[src/hw/rtl/lodd_pkg.sv]
// shared types and constants of the lock-order deadlock detector
package lodd_pkg;

  localparam int DEF_THREADS = 8;
  localparam int DEF_MUTEXES = 16;
  localparam int Q_DEPTH     = 2;
  localparam int Q_AW        = $clog2(Q_DEPTH);

  localparam logic [1:0] MODE_ACQUIRE = 2'd0;
  localparam logic [1:0] MODE_RELEASE = 2'd1;
  localparam logic [1:0] MODE_CHECK   = 2'd2;

  typedef enum logic [1:0] {
    OP_ACQ,
    OP_REL,
    OP_CHK,
    OP_NOP
  } op_t;

  typedef struct packed {
    op_t        op;
    logic [1:0] mode;
    logic [2:0] tid;
    logic [3:0] mid;
  } lodd_item_t;

endpackage

[src/hw/rtl/lodd_front.sv]
// request intake: classification and a short queue toward the execution unit
module lodd_front #(
  parameter int THREADS = 8,
  parameter int MUTEXES = 16
) (
  input  logic                clk,
  input  logic                rst_n,
  input  logic                start,
  output logic                busy,
  input  logic [1:0]          in_mode,
  input  logic [2:0]          in_thread_id,
  input  logic [3:0]          in_mutex_id,
  output logic                q_valid,
  output lodd_pkg::lodd_item_t q_item,
  input  logic                q_pop
);
  import lodd_pkg::*;

  localparam logic [Q_AW:0] Q_FULL = (Q_AW + 1)'(Q_DEPTH);

  lodd_item_t      q_r [Q_DEPTH];
  logic [Q_AW-1:0] wr_ptr_r;
  logic [Q_AW-1:0] rd_ptr_r;
  logic [Q_AW:0]   count_r;
  lodd_item_t      cls;
  logic            in_range;
  logic            push;
  logic            pop;

  assign in_range = (int'(in_thread_id) < THREADS) && (int'(in_mutex_id) < MUTEXES);

  always_comb begin
    cls.mode = in_mode;
    cls.tid  = in_thread_id;
    cls.mid  = in_mutex_id;
    case (in_mode)
      MODE_ACQUIRE: cls.op = in_range ? OP_ACQ : OP_NOP;
      MODE_RELEASE: cls.op = in_range ? OP_REL : OP_NOP;
      MODE_CHECK:   cls.op = OP_CHK;
      default:      cls.op = OP_NOP;
    endcase
  end

  assign busy    = (count_r == Q_FULL);
  assign push    = start && !busy;
  assign q_valid = (count_r != '0);
  assign pop     = q_pop && q_valid;
  assign q_item  = q_r[rd_ptr_r];

  always_ff @(posedge clk) begin
    if (!rst_n) begin
      wr_ptr_r <= '0;
      rd_ptr_r <= '0;
      count_r  <= '0;
    end else begin
      if (push) begin
        wr_ptr_r <= (wr_ptr_r == Q_AW'(Q_DEPTH - 1)) ? '0 : wr_ptr_r + 1'b1;
      end
      if (pop) begin
        rd_ptr_r <= (rd_ptr_r == Q_AW'(Q_DEPTH - 1)) ? '0 : rd_ptr_r + 1'b1;
      end
      case ({push, pop})
        2'b10:   count_r <= count_r + 1'b1;
        2'b01:   count_r <= count_r - 1'b1;
        default: count_r <= count_r;
      endcase
    end
  end

  always_ff @(posedge clk) begin
    if (push) begin
      q_r[wr_ptr_r] <= cls;
    end
  end

  a_count_bound: assert property (@(posedge clk) disable iff (!rst_n)
    count_r <= Q_FULL)
    else $error("queue count beyond depth");

endmodule

[src/hw/rtl/lodd_back.sv]
// execution unit: held-lock memory, edge matrix and closure iteration
module lodd_back #(
  parameter int THREADS = 8,
  parameter int MUTEXES = 16
) (
  input  logic                clk,
  input  logic                rst_n,
  input  logic                q_valid,
  input  lodd_pkg::lodd_item_t q_item,
  output logic                q_pop,
  output logic                out_valid,
  output logic                out_cycle_found,
  output logic [1:0]          out_done_mode
);
  import lodd_pkg::*;

  localparam int TAW = (THREADS > 1) ? $clog2(THREADS) : 1;
  localparam int KW  = $clog2(MUTEXES);
  localparam logic [KW-1:0] KLAST = KW'(MUTEXES - 1);

  typedef enum logic [2:0] {
    S_IDLE,
    S_WB,
    S_ITER,
    S_FIN
  } state_t;

  state_t             state_r;
  lodd_item_t         cur_r;
  logic [KW-1:0]      k_r;
  logic [MUTEXES-1:0] edges_r [MUTEXES];
  logic [MUTEXES-1:0] reach_r [MUTEXES];
  logic [MUTEXES-1:0] held_mem [THREADS];
  logic [THREADS-1:0] held_vld_r;
  logic [MUTEXES-1:0] held_rd_r;
  logic               held_rd_vld_r;
  logic               out_valid_r;
  logic               out_cycle_r;
  logic [1:0]         out_mode_r;

  logic [MUTEXES-1:0] held_q;
  logic [MUTEXES-1:0] mbit;
  logic [MUTEXES-1:0] held_wdata;
  logic [MUTEXES-1:0] diag;
  logic [TAW-1:0]     rd_addr;
  logic [TAW-1:0]     wr_addr;
  logic               held_wr;

  assign q_pop   = q_valid && (state_r == S_IDLE);
  assign rd_addr = TAW'(q_item.tid);
  assign wr_addr = TAW'(cur_r.tid);
  assign held_q  = held_rd_vld_r ? held_rd_r : '0;
  assign held_wr = (state_r == S_WB) && ((cur_r.op == OP_ACQ) || (cur_r.op == OP_REL));

  always_comb begin
    for (int j = 0; j < MUTEXES; j++) begin
      mbit[j] = (int'(cur_r.mid) == j);
      diag[j] = reach_r[j][j];
    end
  end

  assign held_wdata = (cur_r.op == OP_ACQ) ? (held_q | mbit) : (held_q & ~mbit);

  always_ff @(posedge clk) begin
    held_rd_r <= held_mem[rd_addr];
    if (held_wr) begin
      held_mem[wr_addr] <= held_wdata;
    end
  end

  always_ff @(posedge clk) begin
    if (!rst_n) begin
      state_r       <= S_IDLE;
      held_vld_r    <= '0;
      held_rd_vld_r <= 1'b0;
      out_valid_r   <= 1'b0;
      k_r           <= '0;
      for (int i = 0; i < MUTEXES; i++) begin
        edges_r[i] <= '0;
      end
    end else begin
      out_valid_r   <= 1'b0;
      held_rd_vld_r <= held_vld_r[rd_addr];
      case (state_r)
        S_IDLE: begin
          if (q_valid) begin
            cur_r <= q_item;
            case (q_item.op)
              OP_ACQ, OP_REL: state_r <= S_WB;
              OP_CHK: begin
                for (int i = 0; i < MUTEXES; i++) begin
                  reach_r[i] <= edges_r[i];
                end
                k_r     <= '0;
                state_r <= S_ITER;
              end
              default: begin
                out_valid_r <= 1'b1;
                out_cycle_r <= 1'b0;
                out_mode_r  <= q_item.mode;
              end
            endcase
          end
        end
        S_WB: begin
          if (cur_r.op == OP_ACQ) begin
            for (int i = 0; i < MUTEXES; i++) begin
              if (held_q[i]) begin
                edges_r[i] <= edges_r[i] | mbit;
              end
            end
          end
          held_vld_r[wr_addr] <= 1'b1;
          out_valid_r <= 1'b1;
          out_cycle_r <= 1'b0;
          out_mode_r  <= cur_r.mode;
          state_r     <= S_IDLE;
        end
        S_ITER: begin
          for (int i = 0; i < MUTEXES; i++) begin
            if (reach_r[i][k_r]) begin
              reach_r[i] <= reach_r[i] | reach_r[k_r];
            end
          end
          if (k_r == KLAST) begin
            state_r <= S_FIN;
          end else begin
            k_r <= k_r + 1'b1;
          end
        end
        S_FIN: begin
          out_valid_r <= 1'b1;
          out_cycle_r <= |diag;
          out_mode_r  <= cur_r.mode;
          state_r     <= S_IDLE;
        end
        default: state_r <= S_IDLE;
      endcase
    end
  end

  assign out_valid       = out_valid_r;
  assign out_cycle_found = out_cycle_r;
  assign out_done_mode   = out_mode_r;

  a_iter_end: assert property (@(posedge clk) disable iff (!rst_n)
    (state_r == S_ITER && k_r == KLAST) |=> state_r == S_FIN)
    else $error("closure did not finish after last pivot");

  a_cycle_only_check: assert property (@(posedge clk) disable iff (!rst_n)
    (out_valid_r && out_cycle_r) |-> out_mode_r == MODE_CHECK)
    else $error("cycle flag on a non-check result");

  a_wb_from_idle: assert property (@(posedge clk) disable iff (!rst_n)
    (state_r == S_WB) |=> (state_r == S_IDLE && out_valid_r))
    else $error("write-back did not complete with a result");

endmodule

[src/hw/rtl/lock_order_deadlock_detector_top.sv]
// top level of the lock-order deadlock detector
// A request is taken when start is high and busy is low; busy rises only when the
// two-entry request queue is full. Every request gives one result, shown for one
// cycle with out_valid; the receiver cannot stall it. Acquire and release pass a
// held-set read, then write-back and edge update in the execution unit. A check
// loads the edge matrix, runs one closure step per pivot mutex, then tests the
// diagonal. Mode 3 and out-of-range acquire or release answer straight from idle.
module lock_order_deadlock_detector_top #(
  parameter int THREADS = lodd_pkg::DEF_THREADS,
  parameter int MUTEXES = lodd_pkg::DEF_MUTEXES
) (
  input  logic       clk,
  input  logic       rst_n,
  input  logic       start,
  output logic       busy,
  input  logic [1:0] in_mode,
  input  logic [2:0] in_thread_id,
  input  logic [3:0] in_mutex_id,
  output logic       out_valid,
  output logic       out_cycle_found,
  output logic [1:0] out_done_mode
);
  import lodd_pkg::*;

  logic       q_valid;
  logic       q_pop;
  lodd_item_t q_item;

  lodd_front #(
    .THREADS(THREADS),
    .MUTEXES(MUTEXES)
  ) u_front (
    .clk         (clk),
    .rst_n       (rst_n),
    .start       (start),
    .busy        (busy),
    .in_mode     (in_mode),
    .in_thread_id(in_thread_id),
    .in_mutex_id (in_mutex_id),
    .q_valid     (q_valid),
    .q_item      (q_item),
    .q_pop       (q_pop)
  );

  lodd_back #(
    .THREADS(THREADS),
    .MUTEXES(MUTEXES)
  ) u_back (
    .clk            (clk),
    .rst_n          (rst_n),
    .q_valid        (q_valid),
    .q_item         (q_item),
    .q_pop          (q_pop),
    .out_valid      (out_valid),
    .out_cycle_found(out_cycle_found),
    .out_done_mode  (out_done_mode)
  );

endmodule
[config.mk]
export PLATFORM = sky130hd
export DESIGN_NAME = lock_order_deadlock_detector_top
export DESIGN_NICKNAME = d
export VERILOG_FILES = /design/src/hw/rtl/lodd_pkg.sv /design/src/hw/rtl/lodd_front.sv /design/src/hw/rtl/lodd_back.sv /design/src/hw/rtl/lock_order_deadlock_detector_top.sv
export SDC_FILE = /design/constraint.sdc
export NUM_CORES = 1
export LEC_CHECK = 0
export ABC_AREA = 0
export BUFFER_PORTS_ARGS = -buffer_cell sky130_fd_sc_hd__buf_2
export CORE_MARGIN = 2
export CORE_UTILIZATION = 55
export DETAILED_ROUTE_END_ITERATION = 8
export PLACE_DENSITY = 0.77
export SYNTH_ARGS = -nofsm -noshare
export SYNTH_HDL_FRONTEND = slang
export SYNTH_HIERARCHICAL = 1
export SYNTH_SLANG_ARGS = --single-unit
[constraint.sdc]
create_clock -name clk -period 9.05 [get_ports clk]
set_input_delay 0 -clock clk [delete_from_list [all_inputs] [get_ports clk]]
set_output_delay 0 -clock clk [all_outputs]
set_load 0.01 [all_outputs]
## Yosys cells after proc, flatten, opt, wreduce, memory -nomap -nowiden

Memories as Yosys holds them, arrays and structs flattened. A register that Yosys moved wholly into a read port is not among the register bits.
Cells that the tools add are included.

- Memory bits (writable): 662
- Flip-flop bits (word level): 35
- Word-level logic and storage cells: 403
- Bits of input ports: 12
- Memories: 4

Memory list:

| memory | words | width | read ports | clocked after memory_dff | write ports | RTL line | RTL |
|---|---|---|---|---|---|---|---|
| u_back.edges_r | 16 | 16 | 16 | 0 | 16 | lodd_back.sv:31 | `logic [MUTEXES-1:0] edges_r [MUTEXES];` |
| u_back.reach_r | 16 | 16 | 17 | 1 | 16 | lodd_back.sv:32 | `logic [MUTEXES-1:0] reach_r [MUTEXES];` |
| u_back.held_mem | 8 | 16 | 1 | 1 | 1 | lodd_back.sv:33 | `logic [MUTEXES-1:0] held_mem [THREADS];` |
| u_front.q_r | 2 | 11 | 1 | 1 | 1 | lodd_front.sv:21 | `lodd_item_t q_r [Q_DEPTH];` |

- Bitwise logic cells: 68
- Add/subtract/negate cells: 5
- Reductions and logical operators: 26
- $lt $le $gt $ge: 4
- Mux-type cells: 249
- Equal/unequal tests: 33

Operator list:

| kind | number |
|---|---|
| $mux W16 | 34 |
| $or A16 B16 Y16 | 33 |
| $mux W1 | 180 |
| $bmux W1 S4 | 16 |
| $eq A4 B4 Y1 const B | 9 |
| $or A1 B1 Y1 | 32 |
| $mux W4 | 5 |
| $and A16 B16 Y16 | 1 |
| $eq A4 B3 Y1 const B | 4 |
| $not A16 Y16 | 1 |
| $reduce_or A16 Y1 | 1 |
| $pmux W3 S2 | 2 |
| $reduce_and A4 Y1 | 3 |
| $eq A2 B1 Y1 const B | 4 |
| $eq A2 B2 Y1 const B | 4 |
| $eq A4 B2 Y1 const B | 2 |
| $lt A3 B4 Y1 const B | 2 |
| $or A8 B8 Y8 | 1 |
| $pmux W2 S2 | 2 |
| $pmux W4 S2 | 1 |
| $reduce_bool A2 Y1 | 4 |
| $eq A3 B2 Y1 const B | 2 |
| $logic_not A2 Y1 | 3 |
| $mux W3 | 2 |
| other kinds (26) | 37 |

## Longest topological paths before layout

An unclocked memory read counts as a cell.

- Depth in word-level cells: 8
- Gate-level depth with buffers: 10
- Mapped depth without buffers: 7

## Hierarchy

Netlist, hierarchy kept.

By module, submodules not included:

| module | area each (µm²) | times used | seq. area each (µm²) | cells each |
|---|---|---|---|---|
| lodd_back | 33,822.4 | 1 | 20,359.5 | 2,507 |
| lodd_front | 1,027.2 | 1 | 760.7 | 63 |

## Worst setup path before layout

Ideal clock, no wire load.

- Kind: reg2reg
- Start: register u_back.k_r[1]
- End: memory u_back.reach_r[10][0] (enable)
- Slack: 6,060 ps
- Data arrival time: 2,578 ps
- Cell stages (with the launch flop): 8
- Setup time: 411 ps
- Cells stage by stage: dfxtp_1 buf_4 buf_12 buf_8 clkbuf_1 mux4_2 mux2i_1 o21ai_0

RTL lines:

| element | RTL line | RTL |
|---|---|---|
| start, declared | lodd_back.sv:30 | `logic [KW-1:0] k_r;` |
| start signal, assigned | lodd_back.sv:128 | `k_r <= k_r + 1'b1;` |
| end, declared | lodd_back.sv:32 |  |

==> results.py <==
metrics = {
    "timing": {
        "finalHoldViolations": 0,
        "clock.fmax_ghz": 0.219,
        "sum_of_negative_setup_slack_ps": 0,
        "finalCritPeriodShare_pct": 50.5,
        "setup_viols_final": 0,
        "postLayoutSetupSlackWorst_ps": 4480,
        "holdWs_ps": 102,
        "grt_setup_unrepaired": "false",
        "timing_worst_slew_pin_value_ps": 1380,
        "clock-skew-final_ps": 22.4,
        "timing_max_transition_violations_final": 0,
        "final_period_minus_worst_setup_slack_ps": 4570,
        "slew_headroom_pct": 7.55,
    },
    "placed_design": {
        "pre_cts_slack_ps": 4600,
        "placed_cells": 3277,
        "gp_congestion": 0.964,
        "port_buffers": 16,
        "dpl.hpwl_um": 61900,
        "total_cell_area_at_the_placement_stage_um2": 35300,
    },
    "status": {
        "result_of_the_run": "complete, no violations",
    },
    "detailed_routing": {
        "avgRoutedWirePerCell_um": 29.1,
        "detail_route.wirelength_um": 99400,
        "dr.first_iter.drc_count": 3598,
        "detail_route.drc_violations": 0,
        "via_per_inst": 6.82,
        "route.antenna.remaining_nets": 0,
        "route.vias.total": 23300,
        "detail_route.first_pass.iterations": 8,
    },
    "pwr": {
        "vdd_drop_max_v": 0.000229,
        "power_per_cell_area_nw_per_um2": 238,
        "leakagePower_nw": 12.0,
    },
    "die": {
        "initial_core_util_pct": 55.4,
        "die_height_um": 256,
        "io-pin-count": 17,
        "area_of_the_core_region_um2": 62900,
        "fp.dieArea_um2": 65400,
        "fp.dieW_um": 256,
        "placementRows": 92,
    },
    "global_routing": {
        "grt_max_degree": 88,
        "grt_antenna_before_repair": 0,
        "grt_pass1_vias": 22300,
        "globalRoute.totalOverflow": 0,
        "grt_pass1_wl_um": 147000,
        "globalRouteTotalUtil_pct": 30.1,
    },
    "logic_synthesis": {
        "synth_top_family_by_area": "compound AO/OA/AOI/OAI gates",
        "muxShareOfSynthArea_pct": 11.2,
        "post_synth_xor_area_fraction_pct": 0.151,
        "share_of_synthesized_cell_area_in_and_or_nand_and_nor_gates_pct": 12.0,
        "synth-compound-area-share_pct": 12.5,
        "postSynthCellCount": 2570,
        "yosys_warning_total": 6,
        "post_synth_design_cell_area_um2": 34800,
        "synth_edf_count": 676,
        "synth.net_count": 2584,
        "synth-main-ff-cell": "sky130_fd_sc_hd__edfxtp_1",
        "yosys.area_share.adder_pct": 0.0718,
        "synth_async_sr_flop_share_pct": 0,
        "synth-seq-cells": 717,
        "synth_area_per_cell_um2": 13.6,
        "synth_cell_types": 51,
        "synth_seq_area_share_pct": 60.6,
    },
    "cells_and_area": {
        "fin_cells": 3422,
        "fraction_of_layout_instances_using_a_drive_strength_above_1_pct": 14.0,
        "number_of_nets_at_the_end_of_the_flow": 2533,
        "finish.instance_area_um2": 37800,
        "num_antenna_cells": 0,
        "layout-area-overhead-vs-synth_pct": 8.45,
    },
    "worst_setup_path": {
        "critPathMaxFanout": 59,
        "critPathLaunchType": "flip-flop",
        "critical_path_class": "flip-flop to flip-flop",
        "endpoint_kind": "flip-flop",
        "worst_ep_arrival_time_ps": 4770,
        "critPathRequiredTime_ps": 9260,
    },
    "clocking": {
        "clkSinkCount": 717,
        "root_buffer_master": "sky130_fd_sc_hd__clkbuf_16",
        "cells_resized_by_post_cts_repair": 0,
        "cts_tree": "done",
        "h-tree-depth": 3,
        "cts_max_path_buffers": 3,
        "insertion_delay_ps": 640,
        "numCtsBuffers": 74,
        "cts_setup_buffers": 0,
        "worst_setup_hold_path_clk_slew_ps": 60,
    },
    "min_path": {
        "timing.hold.worst.class": "primary input to flip-flop",
    },
    "job": {
        "timing.max_cap.violations": 0,
    },
}
==> kinds of logic (layout without fill, tap and decap cells) <==
| logic type | Yosys count | count (layout) |
|---|---|---|
| DFF | 717 | 717 |
| AOI/OAI and AO/OA | 535 | 535 |
| buffers and inverters | 212 | 218 |
| xor gates and xnor gates | 6 | 6 |
| adders and majority gates | 2 | 2 |
| muxes | 308 | 308 |
| and+or+nand+nor | 790 | 790 |
==> cell usage after synthesis (all sizes together) (14+ instances only) <==
master    n  area share, %
o31a    256            6.4
dfxtp    41            2.4
nand3    52            1.0
o21a    108            2.3
a22oi    75            1.6
nand2b  105            1.9
mux4     58            3.7
nand3b  163            3.5
buf      99            2.3
clkbuf  107            1.2
mux2i   188            5.4
mux2     62            2.0
nor2    356            3.9
and2     15           0.27
o21ai    57            1.3
nor2b    14           0.25
nand2    57           0.61
edfxtp  676             58
==> layer usage <==
metal	part of all wire [%]	vias up	wire length (µm)	global-route usage, %
li1	-	9807	-	-
met1	39	11600	38400	42.0
met2	45	1623	44700	45.7
met3	12	287	11800	6.73
met4	4.7	0	4640	12.9
met5	0	-	0	0
==> path summary, 6_finish.rpt <==
path,start,end,slack (ps),cells past startpoint
setup / recovery,u_back/k_r[2],u_back/reach_r[0][5],4480,5
hold reg to reg,u_back/held_vld_r[2],u_back/held_vld_r[2],470,1
hold / removal,in_thread_id[2],u_front/q_r[1][6],100,2
setup reg to reg,u_back/k_r[2],u_back/reach_r[0][5],4480,5
==> through the flow <==
| stage | utilization [%] | power (mW) |
|---|---|---|
| 5_1_grt | 60.1 | 9.23 |
| 6_report | 60.1 | 8.99 |
| 3_3_place_gp | 56.2 | 5.92 |
| 3_5_place_dp | 56.2 | 5.98 |
| 2_1_floorplan | - | 5.39 |
| 4_1_cts | 60.1 | 8.96 |
==> sequential cells by signal (all words and copies together), names as in the netlist, named ones only <==
signal / count
u_back/wr_addr: 3
u_front/wr_ptr_r: 1
u_back/reach_r: 256
u_back/held_rd_r: 16
u_back/cur_r: 8
u_back/out_cycle_found: 1
u_back/held_mem: 128
u_front/count_r: 2
u_front/q_r: 22
u_back/out_valid: 1
u_front/rd_ptr_r: 1
u_back/held_vld_r: 8
u_back/out_done_mode: 2
u_back/state_r: 2
u_back/k_r: 4
u_back/held_rd_vld_r: 1
u_back/edges_r: 256
==> cells in the final DEF (no fill, tap or decap), types with 36 or more instances in the layout <==
master and n:
sky130_fd_sc_hd__o31a_1 256, sky130_fd_sc_hd__a22oi_1 75, sky130_fd_sc_hd__o21a_1 108, sky130_fd_sc_hd__mux4_2 58, sky130_fd_sc_hd__mux2_2 62, sky130_fd_sc_hd__nand2b_1 104
sky130_fd_sc_hd__edfxtp_1 676, sky130_fd_sc_hd__nor2_1 344, sky130_fd_sc_hd__nand2_1 57, sky130_fd_sc_hd__mux2i_1 188, sky130_fd_sc_hd__dfxtp_1 36, sky130_fd_sc_hd__nand3b_1 163
sky130_fd_sc_hd__clkbuf_16 75, sky130_fd_sc_hd__buf_4 52
==> area by class of cell <==
| cell class | instances | area (µm²) |
|---|---|---|
| clock inverter | 41 | 390 |
| sequential | 717 | 21100 |
| fill | 4803 | 25100 |
| inverter | 6 | 22.5 |
| multi-input combinational | 1641 | 12600 |
| tap | 846 | 1060 |
| timing repair buffer | 79 | 586 |
| clock buffer | 92 | 1970 |
==> critical path, cell delays in order, from the launching register on <==
cell,delay [ps]
sky130_fd_sc_hd__dfxtp_4,1020
sky130_fd_sc_hd__nor2b_1,1130
sky130_fd_sc_hd__a22oi_1,260
sky130_fd_sc_hd__nand3_1,540
sky130_fd_sc_hd__and2_1,590
sky130_fd_sc_hd__nand2_1,550
==> repair_timing <==
item / 4_1_cts / 5_1_grt
hold buffers: 12 / 0
endpoints found under the hold margin: 56 / 0
endpoints found under the setup margin: 0 / 0
==> report_power, final <==
group / switching (mW) / internal, mW
registers: 0.284 / 4.04
clock network: 1.28 / 1.72
logic: 1.06 / 0.607
total: 2.62 / 6.37
Note: power is estimated with default switching activity, not from simulation.
